==> config.mk <==
export PLATFORM = sky130hd
export DESIGN_NAME = halton_point_generator_core
export DESIGN_NICKNAME = d
export VERILOG_FILES = /design/src/design/hpg_pkg.sv /design/src/design/hpg_digit_cell.sv /design/src/design/hpg_digit_chain.sv /design/src/design/halton_point_generator_core.sv
export SDC_FILE = /design/constraint.sdc
export NUM_CORES = 1
export LEC_CHECK = 0
export CORE_MARGIN = 2
export CORE_UTILIZATION = 30
export CTS_BUF_LIST = sky130_fd_sc_hd__clkbuf_8
export DETAILED_ROUTE_END_ITERATION = 8
export DONT_BUFFER_PORTS = 1
export GPL_TIMING_DRIVEN = 1
export PLACE_DENSITY = 0.41
export SLEW_MARGIN = 30
export SYNTH_ARGS = -nofsm -noshare
export SYNTH_HDL_FRONTEND = slang
export SYNTH_SLANG_ARGS = --single-unit
==> constraint.sdc <==
create_clock -name clk -period 28.3 [get_ports clk]
set_input_delay 5.66 -clock clk [delete_from_list [all_inputs] [get_ports clk]]
set_output_delay 5.66 -clock clk [all_outputs]
set_load 0.01 [all_outputs]
==> src/design/hpg_pkg.sv <==
`timescale 1ns / 1ps
// shared types, command codes and digit weight functions for the halton point generator
package hpg_pkg;

  localparam int TERN_BASE = 3;
  localparam int QUIN_BASE = 5;

  localparam logic CMD_STEP = 1'b0;
  localparam logic CMD_SEEK = 1'b1;

  typedef enum logic [2:0] {
    CELL_HOLD,
    CELL_CLEAR,
    CELL_INC,
    CELL_DOUBLE,
    CELL_ROTATE
  } cell_mode_t;

  typedef enum logic [1:0] {
    ST_IDLE,
    ST_CONV,
    ST_SUM
  } seq_state_t;

  typedef struct packed {
    cell_mode_t mode;
    logic       shift_bit;
  } chain_ctl_t;

  // floor(2^frac_bits / base^(pos+1)) by repeated division by the base
  function automatic logic [31:0] digit_weight(input logic is_quin, input int frac_bits,
                                               input int pos);
    logic [32:0] w;
    w = 33'(1) << frac_bits;
    for (int i = 0; i <= pos; i++) begin
      if (is_quin) begin
        w = w / QUIN_BASE;
      end else begin
        w = w / TERN_BASE;
      end
    end
    return w[31:0];
  endfunction

  // sum change when position pos takes the increment and all below it wrap to zero;
  // pos equal to digits means the carry leaves the top digit
  function automatic logic [31:0] carry_delta(input logic is_quin, input int frac_bits,
                                              input int pos, input int digits);
    logic [31:0] acc;
    logic [31:0] dmax;
    acc  = 32'd0;
    dmax = is_quin ? 32'(QUIN_BASE - 1) : 32'(TERN_BASE - 1);
    for (int i = 0; i < pos; i++) begin
      acc = acc - dmax * digit_weight(is_quin, frac_bits, i);
    end
    if (pos < digits) begin
      acc = acc + digit_weight(is_quin, frac_bits, pos);
    end
    return acc;
  endfunction

endpackage

==> src/design/hpg_digit_cell.sv <==
`timescale 1ns / 1ps
// one digit of a base-b counter: increment with carry, double-and-add, rotate, clear
module hpg_digit_cell #(
  parameter int BASE    = 3,
  parameter int DIGIT_W = 2
) (
  input  logic                 clk,
  input  logic                 rst_n,
  input  hpg_pkg::cell_mode_t  mode,
  input  logic                 cin,
  input  logic [DIGIT_W-1:0]   nbr_digit,
  output logic [DIGIT_W-1:0]   digit,
  output logic                 cout,
  output logic                 bump
);
  import hpg_pkg::*;

  localparam logic [DIGIT_W-1:0] DMAX   = DIGIT_W'(BASE - 1);
  localparam logic [DIGIT_W:0]   BASE_V = (DIGIT_W + 1)'(BASE);

  logic [DIGIT_W-1:0] digit_r, digit_nxt;
  logic [DIGIT_W:0]   dbl;

  always_comb begin
    dbl       = {digit_r, 1'b0} + {{DIGIT_W{1'b0}}, cin};
    digit_nxt = digit_r;
    cout      = 1'b0;
    bump      = 1'b0;
    case (mode)
      CELL_CLEAR: begin
        digit_nxt = '0;
      end
      CELL_INC: begin
        if (cin) begin
          if (digit_r == DMAX) begin
            digit_nxt = '0;
            cout      = 1'b1;
          end else begin
            digit_nxt = digit_r + DIGIT_W'(1);
            bump      = 1'b1;
          end
        end
      end
      CELL_DOUBLE: begin
        // msb-first conversion: digit = 2*digit + incoming bit, carry on overflow
        if (dbl >= BASE_V) begin
          digit_nxt = DIGIT_W'(dbl - BASE_V);
          cout      = 1'b1;
        end else begin
          digit_nxt = dbl[DIGIT_W-1:0];
        end
      end
      CELL_ROTATE: begin
        digit_nxt = nbr_digit;
      end
      default: begin
        digit_nxt = digit_r;
      end
    endcase
  end

  always_ff @(posedge clk) begin
    if (!rst_n) begin
      digit_r <= '0;
    end else begin
      digit_r <= digit_nxt;
    end
  end

  assign digit = digit_r;

endmodule

==> src/design/hpg_digit_chain.sv <==
`timescale 1ns / 1ps
// row of digit cells for one base with its running fixed-point coordinate sum
module hpg_digit_chain #(
  parameter int BASE      = 3,
  parameter int DIGITS    = 21,
  parameter int DIGIT_W   = 2,
  parameter int FRAC_BITS = 32,
  parameter int CNT_W     = 6
) (
  input  logic                  clk,
  input  logic                  rst_n,
  input  hpg_pkg::chain_ctl_t   ctl,
  input  logic [CNT_W-1:0]      cnt,
  output logic [FRAC_BITS-1:0]  sum
);
  import hpg_pkg::*;

  localparam int   IDX_W   = $clog2(DIGITS);
  localparam logic IS_QUIN = (BASE == QUIN_BASE);

  logic [FRAC_BITS-1:0] wt_tab    [DIGITS];
  logic [FRAC_BITS-1:0] delta_tab [DIGITS+1];

  logic [DIGIT_W-1:0] digit [DIGITS];
  logic [DIGITS-1:0]  carry;
  logic [DIGITS-1:0]  bump;
  logic               rot_en;
  cell_mode_t         cell_mode;

  logic [FRAC_BITS-1:0]         sum_r, sum_nxt;
  logic [FRAC_BITS-1:0]         delta_sel;
  logic [FRAC_BITS-1:0]         wt_sel;
  logic [FRAC_BITS+DIGIT_W-1:0] prod;

  for (genvar k = 0; k < DIGITS; k++) begin : g_tab
    assign wt_tab[k]    = FRAC_BITS'(digit_weight(IS_QUIN, FRAC_BITS, k));
    assign delta_tab[k] = FRAC_BITS'(carry_delta(IS_QUIN, FRAC_BITS, k, DIGITS));
  end
  assign delta_tab[DIGITS] = FRAC_BITS'(carry_delta(IS_QUIN, FRAC_BITS, DIGITS, DIGITS));

  // rotation runs only while cnt is below this row's digit count
  assign rot_en    = (cnt < CNT_W'(DIGITS));
  assign cell_mode = (ctl.mode == CELL_ROTATE && !rot_en) ? CELL_HOLD : ctl.mode;

  for (genvar k = 0; k < DIGITS; k++) begin : g_cell
    logic                cin_k;
    logic [DIGIT_W-1:0]  nbr_k;
    if (k == 0) begin : g_first
      assign cin_k = (ctl.mode == CELL_INC) ? 1'b1 : ctl.shift_bit;
    end else begin : g_rest
      assign cin_k = carry[k-1];
    end
    assign nbr_k = digit[(k + 1) % DIGITS];

    hpg_digit_cell #(
      .BASE    (BASE),
      .DIGIT_W (DIGIT_W)
    ) u_cell (
      .clk       (clk),
      .rst_n     (rst_n),
      .mode      (cell_mode),
      .cin       (cin_k),
      .nbr_digit (nbr_k),
      .digit     (digit[k]),
      .cout      (carry[k]),
      .bump      (bump[k])
    );
  end

  // at most one cell bumps; none when the carry leaves the top digit
  always_comb begin
    delta_sel = '0;
    for (int k = 0; k < DIGITS; k++) begin
      if (bump[k]) begin
        delta_sel = delta_sel | delta_tab[k];
      end
    end
    if (carry[DIGITS-1]) begin
      delta_sel = delta_sel | delta_tab[DIGITS];
    end
  end

  // during rotation cell 0 holds digit number cnt
  assign wt_sel = wt_tab[cnt[IDX_W-1:0]];
  assign prod   = {{DIGIT_W{1'b0}}, wt_sel} * {{FRAC_BITS{1'b0}}, digit[0]};

  always_comb begin
    sum_nxt = sum_r;
    case (ctl.mode)
      CELL_CLEAR: begin
        sum_nxt = '0;
      end
      CELL_INC: begin
        sum_nxt = sum_r + delta_sel;
      end
      CELL_ROTATE: begin
        if (rot_en) begin
          sum_nxt = sum_r + prod[FRAC_BITS-1:0];
        end
      end
      default: begin
        sum_nxt = sum_r;
      end
    endcase
  end

  always_ff @(posedge clk) begin
    if (!rst_n) begin
      sum_r <= '0;
    end else begin
      sum_r <= sum_nxt;
    end
  end

  assign sum = sum_r;

endmodule

==> src/design/halton_point_generator_core.sv <==
`timescale 1ns / 1ps
// top level of the 3-d halton point generator (bases 2, 3 and 5)
//
// Each input transaction returns one point: the sequence index and its base-2, base-3 and
// base-5 radical inverses as unsigned Q0.FRACTION_BITS fractions. In a step the base-3 and
// base-5 digit rows increment through their carry chains and the coordinate sums change by
// one table value each. In a seek the index is fed msb first into both digit rows, one bit
// per cycle, and then the rows rotate once through their cells while the sums gather one
// weighted digit per cycle. A new transaction is taken once the previous result has been
// taken, or in the same cycle. Stepping past the largest index restarts the sequence at
// zero.
module halton_point_generator_core #(
  parameter int INDEX_BITS     = 32,
  parameter int TERNARY_DIGITS = 21,
  parameter int QUINARY_DIGITS = 14,
  parameter int FRACTION_BITS  = 32
) (
  input  logic         clk,
  input  logic         rst_n,
  input  logic         in_tvalid,
  output logic         in_tready,
  input  logic [31:0]  in_tdata,   // seek_index
  input  logic [0:0]   in_tuser,   // cmd
  output logic         out_tvalid,
  input  logic         out_tready,
  output logic [127:0] out_tdata   // point_index, x_fraction, y_fraction, z_fraction
);
  import hpg_pkg::*;

  localparam int MAX_DIGITS = (TERNARY_DIGITS > QUINARY_DIGITS) ? TERNARY_DIGITS
                                                                 : QUINARY_DIGITS;
  localparam int CNT_MAX    = (INDEX_BITS > MAX_DIGITS) ? INDEX_BITS : MAX_DIGITS;
  localparam int CNT_W      = $clog2(CNT_MAX + 1);
  localparam int REV_BITS   = (INDEX_BITS < FRACTION_BITS) ? INDEX_BITS : FRACTION_BITS;

  seq_state_t state_r, state_nxt;
  logic [INDEX_BITS-1:0] index_r, index_nxt;
  logic [INDEX_BITS-1:0] conv_r, conv_nxt;
  logic [CNT_W-1:0]      cnt_r, cnt_nxt;
  logic                  out_valid_r, out_valid_nxt;
  logic                  result_set;
  logic                  in_fire;
  chain_ctl_t            ctl;

  logic [FRACTION_BITS-1:0] x_frac;
  logic [FRACTION_BITS-1:0] y_sum;
  logic [FRACTION_BITS-1:0] z_sum;

  assign in_tready = (state_r == ST_IDLE) && (!out_valid_r || out_tready);
  assign in_fire   = in_tvalid && in_tready;

  always_comb begin
    state_nxt     = state_r;
    index_nxt     = index_r;
    conv_nxt      = conv_r;
    cnt_nxt       = cnt_r;
    result_set    = 1'b0;
    ctl.mode      = CELL_HOLD;
    ctl.shift_bit = conv_r[INDEX_BITS-1];
    case (state_r)
      ST_IDLE: begin
        if (in_fire) begin
          if (in_tuser[0] == CMD_SEEK) begin
            index_nxt = in_tdata[INDEX_BITS-1:0];
            conv_nxt  = in_tdata[INDEX_BITS-1:0];
            cnt_nxt   = '0;
            ctl.mode  = CELL_CLEAR;
            state_nxt = ST_CONV;
          end else begin
            result_set = 1'b1;
            if (index_r == '1) begin
              // index wrap restarts the whole sequence
              index_nxt = '0;
              ctl.mode  = CELL_CLEAR;
            end else begin
              index_nxt = index_r + INDEX_BITS'(1);
              ctl.mode  = CELL_INC;
            end
          end
        end
      end
      ST_CONV: begin
        ctl.mode = CELL_DOUBLE;
        conv_nxt = conv_r << 1;
        cnt_nxt  = cnt_r + CNT_W'(1);
        if (cnt_r == CNT_W'(INDEX_BITS - 1)) begin
          cnt_nxt   = '0;
          state_nxt = ST_SUM;
        end
      end
      ST_SUM: begin
        ctl.mode = CELL_ROTATE;
        cnt_nxt  = cnt_r + CNT_W'(1);
        if (cnt_r == CNT_W'(MAX_DIGITS - 1)) begin
          cnt_nxt    = '0;
          result_set = 1'b1;
          state_nxt  = ST_IDLE;
        end
      end
      default: begin
        state_nxt = ST_IDLE;
      end
    endcase
  end

  assign out_valid_nxt = result_set || (out_valid_r && !out_tready);

  always_ff @(posedge clk) begin
    if (!rst_n) begin
      state_r     <= ST_IDLE;
      index_r     <= '0;
      cnt_r       <= '0;
      out_valid_r <= 1'b0;
    end else begin
      state_r     <= state_nxt;
      index_r     <= index_nxt;
      cnt_r       <= cnt_nxt;
      out_valid_r <= out_valid_nxt;
    end
  end

  always_ff @(posedge clk) begin
    conv_r <= conv_nxt;
  end

  hpg_digit_chain #(
    .BASE      (TERN_BASE),
    .DIGITS    (TERNARY_DIGITS),
    .DIGIT_W   (2),
    .FRAC_BITS (FRACTION_BITS),
    .CNT_W     (CNT_W)
  ) u_tern_chain (
    .clk   (clk),
    .rst_n (rst_n),
    .ctl   (ctl),
    .cnt   (cnt_r),
    .sum   (y_sum)
  );

  hpg_digit_chain #(
    .BASE      (QUIN_BASE),
    .DIGITS    (QUINARY_DIGITS),
    .DIGIT_W   (3),
    .FRAC_BITS (FRACTION_BITS),
    .CNT_W     (CNT_W)
  ) u_quin_chain (
    .clk   (clk),
    .rst_n (rst_n),
    .ctl   (ctl),
    .cnt   (cnt_r),
    .sum   (z_sum)
  );

  // base 2 radical inverse is the index mirrored about the binary point
  always_comb begin
    x_frac = '0;
    for (int k = 0; k < REV_BITS; k++) begin
      x_frac[FRACTION_BITS-1-k] = index_r[k];
    end
  end

  assign out_tvalid       = out_valid_r;
  assign out_tdata[31:0]  = 32'(index_r);
  assign out_tdata[63:32] = 32'(x_frac);
  assign out_tdata[95:64] = 32'(y_sum);
  assign out_tdata[127:96] = 32'(z_sum);

endmodule

# Word level (Yosys, flattened, before mapping)
# Memories as Yosys holds them, arrays and structs flattened.
# Cells that the tools add are included.
dict set report totals {
  rom_bits 1536
  wordCells 804
  in_bits 37
  mem_count 2
  reg_bits 221
  out_inout_bits 130
}
dict set report op_classes {
  n_eq_ne 92
  order_cmp 39
  multipliers 2
  add_sub_neg 111
  reduce_logical 58
  bitwise_logic 2
  muxes 456
}
# name words word_bits rd rd_ports_with_merged_regs write_ports line
set memory_table {}
lappend memory_table {{(no name shown)} 32 32 1 0 0 hpg_digit_chain.sv:84} ;# assign wt_sel = wt_tab[cnt[IDX_W-1:0]];
lappend memory_table {{(no name shown)} 16 32 1 0 0 hpg_digit_chain.sv:84}
# op count
set ops {}
lappend ops {{$mux W32} 10}
lappend ops {{$mux W1} 214}
lappend ops {{$pmux W32 S3} 2}
lappend ops {{$pmux W2 S4} 21}
lappend ops {{$pmux W3 S4} 14}
lappend ops {{$mux W2} 70}
lappend ops {{$mux W3} 44}
lappend ops {{$mux W30} 3}
lappend ops {{$ne A2 B2 Y1 const B} 39}
lappend ops {{$reduce_and A2 Y1} 38}
lappend ops {{$pmux W1 S2} 36}
lappend ops {{$add A32 B32 Y32} 2}
lappend ops {{$pmux W32 S2} 1}
lappend ops {{$add A3 B1 Y3} 21}
lappend ops {{$ge A3 B2 Y1 const B} 21}
lappend ops {{$mux W31} 2}
lappend ops {{$add A4 B1 Y4} 14}
lappend ops {{$ge A4 B3 Y1 const B} 14}
lappend ops {{$mux W28} 2}
lappend ops {{$eq A3 B3 Y1 const B} 17}
lappend ops {{$mux W6} 8}
lappend ops {{$mux W23} 2}
lappend ops {{$eq A2 B2 Y1 const B} 22}
lappend ops {{$add A2 B1 Y2 const B} 21}
lappend ops {{50 further kinds} 122}

# Depth between registers and ports, before layout
# Gate-level depths: netlist of run 1.
dict set report logic_depth {
  ltp_word 95
  ltp_mapped 123
  mapped_depth_nobuf 121
}

# Cells and area by module
# A second synthesis of run 1 with hierarchy kept.
dict set report hier_totals {
  cells_unflattened 3817
  hier_area_um2 29278.1
}
# mod n_inst area_per_inst_um2 cells_per_inst
set modules_own_cells {}
lappend modules_own_cells {{hpg_digit_chain (u_quin_chain)} 1 7470.9 1019}
lappend modules_own_cells {{hpg_digit_chain (u_tern_chain)} 1 6505.0 911}
lappend modules_own_cells {{hpg_digit_cell (u_quin_chain.g_cell[0].u_cell ...)} 14 409.1 52}
lappend modules_own_cells {{hpg_digit_cell (u_tern_chain.g_cell[0].u_cell ...)} 21 246.5 33}
lappend modules_own_cells {halton_point_generator_core 1 4398.0 466}

# Least setup slack after synthesis of run 1
# OpenSTA, ideal clock, no wires.
dict set report synth_path {
  kind {input -> register}
  from {input port out_tready}
  to {register u_tern_chain.sum_r[31] (netlist: u_tern_chain.sum[31])}
  setup_slack_ns 2.526
  arrival_time_ns 25.693
  path_buffers 1
  setup_ns 0.081
  cell_stages 119
  cell_sequence {nor2b_1 > or2_0 > clkbuf_1 > nor2_1 > nand2_1 > nor2_1 > nor2_2 > inv_1 > ha_1 > nor2_1 > nand2b_1 > a21oi_1 > inv_1 > ha_1 > a21oi_1 > o21ai_0 > ha_1 > o31ai_1 > (+83 left out) > nor2_1 > a21oi_1 > a21o_1 > a21oi_1 > nand3_1 > ha_1 > and3_1 > a221oi_1 > a21o_1 > nor4_1 > o21ai_1 > a31oi_1 > o41ai_2 > o31ai_1 > a2111o_1 > a31oi_1 > or3_1 > a41oi_1}
}
dict set report synth_via {
  elab_chain_len 94
  elab_cells_between_ends 187
  cone_classes {add/sub (22); order compare (21); eq/ne (6); mux (132); reduce/logical (6)}
}
# item line
set synth_rtl {}
lappend synth_rtl {{start: declaration} halton_point_generator_core.sv:25} ;# input logic out_tready,
lappend synth_rtl {{$logic_or A1 B1 Y1 *} halton_point_generator_core.sv:49} ;# assign in_tready = (state_r == ST_IDLE) && (!out_valid_r || out_tready);
lappend synth_rtl {{$logic_and A1 B1 Y1 *} halton_point_generator_core.sv:49}
lappend synth_rtl {{$logic_and A1 B1 Y1 *} halton_point_generator_core.sv:50} ;# assign in_fire = in_tvalid && in_tready;
lappend synth_rtl {{$mux W2 *} halton_point_generator_core.sv:62} ;# if (in_fire) begin
lappend synth_rtl {{$pmux W3 S3 *} halton_point_generator_core.sv:60} ;# case (state_r)
lappend synth_rtl {{$eq A3 B2 Y1} {hpg_digit_chain.sv:49, hpg_digit_chain.sv:89}}
lappend synth_rtl {{$mux W1} hpg_digit_chain.sv:49} ;# assign cin_k = (ctl.mode == CELL_INC) ? 1'b1 : ctl.shift_bit;
lappend synth_rtl {{$add A3 B1 Y3} hpg_digit_cell.sv:25} ;# dbl = {digit_r, 1'b0} + {{DIGIT_W{1'b0}}, cin};
lappend synth_rtl {{(+78 left out)} n/a}
lappend synth_rtl {{$pmux W1 S2} hpg_digit_cell.sv:29} ;# case (mode)
lappend synth_rtl {{$add A3 B1 Y3} hpg_digit_cell.sv:25}
lappend synth_rtl {{$ge A3 B2 Y1} hpg_digit_cell.sv:46} ;# if (dbl >= BASE_V) begin
lappend synth_rtl {{$mux W1} hpg_digit_cell.sv:46}
lappend synth_rtl {{$pmux W1 S2} hpg_digit_cell.sv:29}
lappend synth_rtl {{$mux W5} hpg_digit_chain.sv:78} ;# if (carry[DIGITS-1]) begin
lappend synth_rtl {{$add A32 B31 Y32} hpg_digit_chain.sv:94} ;# sum_nxt = sum_r + delta_sel;
lappend synth_rtl {{$pmux W32 S3} hpg_digit_chain.sv:89} ;# case (ctl.mode)
lappend synth_rtl {{end signal: assignment} hpg_digit_chain.sv:111} ;# sum_r <= sum_nxt;
lappend synth_rtl {{end: declaration} hpg_digit_chain.sv:30} ;# logic [FRAC_BITS-1:0] sum_r, sum_nxt;
# Mark *: on every way between the ends. The rest lies on a longest branch, timed or not.
# A chain may end at the register's enable or synchronous reset.

# Worst setup path after layout of run 1
# Ends and elaborated chain as after synthesis.

==> results of run 1 <==
## critical path, delay by kind of cell
| kind | cells | cell delay (ns) |
|---|---|---|
| AND/OR/NAND/NOR | 39 | 6.73 |
| AO/OA/AOI/OAI | 48 | 8.81 |
| adder cells (fa/ha/maj) | 22 | 5.09 |
| buffers and inverters | 10 | 0.91 |
## power breakdown
part | leakage (uW) | total, uW | internal (uW) | switching [uW]
Clock | 0.000633 | 417 | 232 | 185
Sequential | 0.00185 | 455 | 363 | 91.4
Combinational | 0.00894 | 659 | 253 | 407
## registers in the layout, summed over array words and instances, names as in the netlist
register,cells
index_r,32
u_tern_chain.sum,32
out_tvalid,1
u_quin_chain.sum,32
u_tern_chain.g_cell.u_cell.digit,42
u_quin_chain.g_cell.u_cell.digit,42
state_r,2
conv_r,32
cnt_r,6
## per-layer routing
metal	vias up	track usage, %	wire (um)
li1	11800	-	-
met1	12000	28.2	42500
met2	592	35.4	43800
met3	118	3.06	4560
met4	2	6.21	2300
met5	-	0	13
## worst paths after layout
kind	to	slack, ns	cells past startpoint
worst max-delay path	u_tern_chain.sum[31]	1.64	119
worst min-delay path	conv_r[28]	0.53	1
worst max register to register	u_tern_chain.sum[31]	4.96	117
worst min register to register	conv_r[28]	0.53	1
## cell type report
class	count	area share, %
clock inverter	32	0.969
antenna	3	0.0277
tap	1070	4.94
sequential	221	17.5
clock buffer	63	3.20
timing repair buffer	53	1.55
multi-input combinational	2649	68.2
inverter	260	3.61
## layout by cell type (no fill, tap or decap), types with 32 or more instances in the layout
| master | n |
|---|---|
| a211oi_1 | 68 |
| a21o_1 | 40 |
| a21oi_1 | 272 |
| a221oi_1 | 67 |
| a22oi_1 | 32 |
| a31oi_1 | 40 |
| and2_1 | 35 |
| buf_4 | 51 |
| clkbuf_8 | 63 |
| dfxtp_1 | 189 |
| edfxtp_1 | 32 |
| fa_1 | 81 |
| ha_1 | 228 |
| inv_1 | 273 |
| mux2_2 | 34 |
| nand2_1 | 332 |
| nand2b_1 | 47 |
| nand3_1 | 83 |
| nor2_1 | 314 |
| nor2b_1 | 47 |
| nor3_1 | 100 |
| o21a_1 | 39 |
| o21ai_0 | 222 |
| xnor2_1 | 97 |
## cells by family (layout without fill, tap and decap cells)
group | count (synthesis) | in the layout | share of synthesized area, %
AND/OR/NAND/NOR | 1151 | 1151 | 22.0
flip-flops | 221 | 221 | 19.1
adder cells (fa/ha/maj) | 311 | 311 | 18.1
AO/OA/AOI/OAI | 1000 | 1000 | 26.4
multiplexers | 60 | 60 | 2.59
buffers and inverters | 452 | 408 | 7.36
other | 0 | 3 | 0
XOR/XNOR | 127 | 127 | 4.47
## per-stage QoR
step | hold WS, ns | TNS (ns)
detailed placement | 0.529 | -0.515
floorplan | 0.478 | 0
finish | 0.533 | 0
CTS | 0.538 | 0
global placement | 0.527 | 0
global route | 0.548 | -0.0660
## timing repair
item                                    CTS  global route
resized for setup                         0            22
buffers inserted                          0            10
endpoints found under the setup margin    0            27
==> results.sh, run 1 <==
export IMPL_status="finished clean"
export IMPL_worst_pin_slew_ns=0.945
export IMPL_initial_core_util_pct=30.3
export IMPL_num_rows=105
export IMPL_netlist_instances=3322
export IMPL_drc=0
export IMPL_cts_sink_count=221
export IMPL_ant_nets=0
export IMPL_die_area_um2=85200
export IMPL_cap_violations=0
export IMPL_crit_reg2reg_launch="state_r[0]"
export IMPL_cts_buffers=52
export IMPL_clk_latency_ns=0.72
export IMPL_cp_required_ns=28.88
export IMPL_cts_tree="yes"
export IMPL_num_io_pins=167
export IMPL_fin_cells=4351
export IMPL_drv_slew=0
export IMPL_yosys_warnings=0
export IMPL_p_leak_uw=0.0114
export IMPL_grt_max_degree=76
export IMPL_fmax_ghz=0.0375
export IMPL_synth_cell_types=93
export IMPL_gp_congestion=0.864
export IMPL_async_flop_share_pct=0
export IMPL_dp_hpwl_um=68100
export IMPL_worst_setup_path_start_kind="input port"
export IMPL_layout_drive_gt1_share_pct=7.75
export IMPL_skew_ns=0.0741
export IMPL_yosys_area_top_type="dfxtp_1"
export IMPL_vias=24500
export IMPL_synth_most_common_cell="nand2_1"
export IMPL_netlist_top_cells_area="dfxtp_1 15%, ha_1 12%, fa_1 6.5%, a21oi_1 5.5%, nand2_1 5.0%"
export IMPL_wirelength_um=93200
export IMPL_wl_per_cell_um=21.4
export IMPL_post_route_worst_setup_slack_ns=1.64
export IMPL_path_class="input port to flop"
export IMPL_multi_input_area_um2=18500
export IMPL_ys_seq_elements=221
export IMPL_max_stage_delay_ns=0.45
export IMPL_path_max_fanout=6
export IMPL_finalCriticalPeriod_ns=26.66
export IMPL_setup_viol=0
export IMPL_post_place_ws_ns=-0.275
export IMPL_cp_arrival_ns=27.24
export IMPL_grt_pass1_wl_um=143000
export IMPL_finalPower_uw=1530
export IMPL_drtPass1Iterations=6
export IMPL_vdd_drop_max_v=0.0000334
export IMPL_fillers=8728
export IMPL_fp_dieW_um=292
export IMPL_drt_first_iter_violations=1667
export IMPL_final_util_pct=33.0
export IMPL_synth_edff_count=32
export IMPL_core_area_um2=82100
export IMPL_io_buffers=0
export IMPL_place_area_um2=25700
export IMPL_relSlewSlack_pct=36.5
export IMPL_grt_overflow_total=0
export IMPL_htree_num_levels=2
export IMPL_hold_buffers=0
export IMPL_hold_viol=0
export IMPL_first_global_vias=23900
export IMPL_synth_common_cells="334 x nand2_1, 323 x nor2_1, 275 x a21oi_1"
export IMPL_antenna_found_initial=3
export IMPL_power_density_nw_per_um2=56.4
export IMPL_synth_flop_cell="dfxtp_1"
export IMPL_hp_class="flop to flop"
export IMPL_viasPerCell=5.63
export IMPL_timing_final_crit_share_pct=94.2
export IMPL_track_usage_pct=21.2
export IMPL_cts_root_buf="clkbuf_8"
export IMPL_cts_buffer_depth=3
export IMPL_clk_pin_slew_ns=0.06
export IMPL_layout_nets=3585
export IMPL_synth_top_area_share_pct=15.2
export IMPL_postLayoutCellArea_um2=27100
export IMPL_chipHeight_um=292
export IMPL_crit_start="out_tready"
export IMPL_seq_area_um2=4740
export IMPL_syn_avg_cell_area_um2=7.48
export IMPL_syn_to_final_growth_pct=9.07
export IMPL_netlist_area_um2=24900
export IMPL_syn_num_nets=3670
export IMPL_yosysSeqAreaShare_pct=19.1
export IMPL_worst_setup_path_end_kind="flop"
export IMPL_crit_slowest_cell="o41ai_2"
export IMPL_post_place_cells=4242
export IMPL_worstHoldStart="conv_r[27]"
export IMPL_crit_path_frequent_cell="ha_1"
Note: power is estimated with default switching activity, not from simulation.
==> inputs of run 2 (changes only) <==
==> constraint.sdc (replaced) <==
create_clock -name clk -period 28.9 [get_ports clk]
set_input_delay 5.78 -clock clk [delete_from_list [all_inputs] [get_ports clk]]
set_output_delay 5.78 -clock clk [all_outputs]
set_load 0.01 [all_outputs]
==> run 2 against run 1 <==
Compared with the run above:
- critical path depth fell by 1
- clock skew fell by 0.025 ns
- flip-flop and latch count did not move
- clock power rose by 3%
- routed wire length fell by 0.32%
- first-iteration DRC count rose by 3.1%
- sequential power fell by 2%
- sequential share of layout area barely moved
- non-clock buffer count fell by 5
- setup slack improved by 0.21 ns
==> results.sh, run 2 (same netlist as run 1, synthesis figures left out) <==
export IMPL_cts_buffers=50
export IMPL_grt_overflow_total=0
export IMPL_initial_core_util_pct=30.3
export IMPL_drv_slew=0
export IMPL_crit_path_frequent_cell="ha_1"
export IMPL_critical_path_top_delay_family="compound AO/OA/AOI/OAI gates"
export IMPL_syn_to_final_growth_pct=9.03
export IMPL_core_area_um2=82100
export IMPL_cap_violations=0
export IMPL_wirelength_um=92900
export IMPL_cts_buffer_depth=3
export IMPL_viasPerCell=5.66
export IMPL_place_area_um2=25700
export IMPL_p_leak_uw=0.0114
export IMPL_dp_hpwl_um=68200
export IMPL_post_place_ws_ns=-0.0694
export IMPL_vias=24600
export IMPL_io_buffers=0
export IMPL_drtPass1Iterations=6
export IMPL_mostFrequentLayoutCells="332 x nand2_1, 314 x nor2_1, 275 x a21oi_1, 264 x inv_1, 229 x ha_1"
export IMPL_wl_per_cell_um=21.4
export IMPL_fin_cells=4342
export IMPL_post_place_cells=4239
export IMPL_track_usage_pct=21.2
export IMPL_htree_num_levels=2
export IMPL_vdd_drop_max_v=0.0000307
export IMPL_critPathBufInv=9
export IMPL_crit_slowest_cell="o41ai_2"
export IMPL_clk_latency_ns=0.70
export IMPL_cts_root_buf="clkbuf_8"
export IMPL_max_stage_delay_ns=0.42
export IMPL_drc=0
export IMPL_r2r_slack_ns=5.23
export IMPL_final_util_pct=33.0
export IMPL_chipHeight_um=292
export IMPL_finalCriticalPeriod_ns=27.04
export IMPL_layout_drive_gt1_share_pct=7.77
export IMPL_num_rows=105
export IMPL_fp_dieW_um=292
export IMPL_path_class="input port to flop"
export IMPL_skew_ns=0.0493
export IMPL_gp_congestion=0.861
export IMPL_fmax_ghz=0.0370
export IMPL_worst_setup_path_start_kind="input port"
export IMPL_grt_pass1_wl_um=143000
export IMPL_final_common_cell="nand2_1"
export IMPL_path_max_fanout=6
export IMPL_post_route_worst_setup_slack_ns=1.86
export IMPL_first_global_vias=24000
export IMPL_grt_max_degree=57
export IMPL_status="finished clean"
export IMPL_timing_final_crit_share_pct=93.6
export IMPL_hp_class="flop to flop"
export IMPL_hold_buffers=0
export IMPL_cts_sink_count=221
export IMPL_die_area_um2=85200
export IMPL_postLayoutCellArea_um2=27100
export IMPL_cp_required_ns=29.49
export IMPL_clk_pin_slew_ns=0.06
export IMPL_num_io_pins=167
export IMPL_fillers=8692
export IMPL_worst_setup_path_end_kind="flop"
export IMPL_antenna_found_initial=3
export IMPL_relSlewSlack_pct=35.4
export IMPL_power_density_nw_per_um2=56.1
export IMPL_ant_nets=0
export IMPL_cts_tree="yes"
export IMPL_hold_viol=0
export IMPL_drt_first_iter_violations=1718
export IMPL_setup_viol=0
export IMPL_worst_pin_slew_ns=0.968
export IMPL_layout_nets=3578
export IMPL_cp_arrival_ns=27.63
[run 2: cell count changes in the layout (fill, tap and decap cells not counted), moves of 3 or more]
| cell | previous run | this run |
|---|---|---|
| inv_1 | 273 | 264 |
| clkbuf_8 | 63 | 68 |
| clkinv_1 | 6 | 1 |
| buf_4 | 51 | 47 |
| clkinv_2 | 4 | 8 |
| a21oi_1 | 272 | 275 |
| a21oi_2 | 9 | 6 |
[run 2: layer usage]
metal | vias to the layer above | global-route usage (%) | share of wire (%)
met1 | 12000 | 28.3 | 46
met4 | 2 | 6.71 | 3.0
met5 | - | 0.170 | 0.014
met2 | 654 | 35.6 | 47
met3 | 145 | 2.50 | 4.5
li1 | 11800 | - | -
[run 2: power breakdown]
part	switching, uW	internal (uW)	total [uW]
logic	400	247	646
registers	89.5	356	445
clock network	183	248	431
[run 2: tightest hold or removal path: stages (launching register included)]
cell     delay, ns
dfxtp_1       0.36
nand2_1       0.07
a21oi_1       0.05
[run 2: final cells by class]
type                    count  area (um^2)  share of cell area, %
diodes                      3         7.51                 0.0277
well taps                1070         1340                   4.94
clock inverters            23          241                  0.891
flip-flops and latches    221         4740                   17.5
inverters                 260          978                   3.61
multi-input cells        2649        18500                   68.2
clock buffers              68          936                   3.45
repair buffers             48          380                   1.40
[run 2: path summary, 6_finish.rpt]
path	startpoint	to	cells after the start
worst min register to register	u_quin_chain.g_cell[11].u_cell.digit[2]	u_quin_chain.g_cell[11].u_cell.digit[2]	2
worst max register to register	state_r[0]	u_tern_chain.sum[31]	116
worst max-delay path	out_tready	u_tern_chain.sum[31]	118
worst min-delay path	u_quin_chain.g_cell[11].u_cell.digit[2]	u_quin_chain.g_cell[11].u_cell.digit[2]	2
[run 2: repair_timing]
| item | 4_1_cts | 5_1_grt |
|---|---|---|
| gates resized for setup | 0 | 19 |
| setup buffers | 0 | 8 |
| setup endpoints to repair | 0 | 26 |
| hold endpoints to repair | 0 | 0 |
[run 2: through the flow]
stage	setup TNS [ns]	hold WS, ns	total power [uW]
final	0	0.533	1520
after CTS	0	0.533	1530
after floorplan	0	0.478	906
after global placement	0	0.518	1080
after detailed placement	-0.0694	0.523	1090
after global routing	-0.0671	0.563	1640
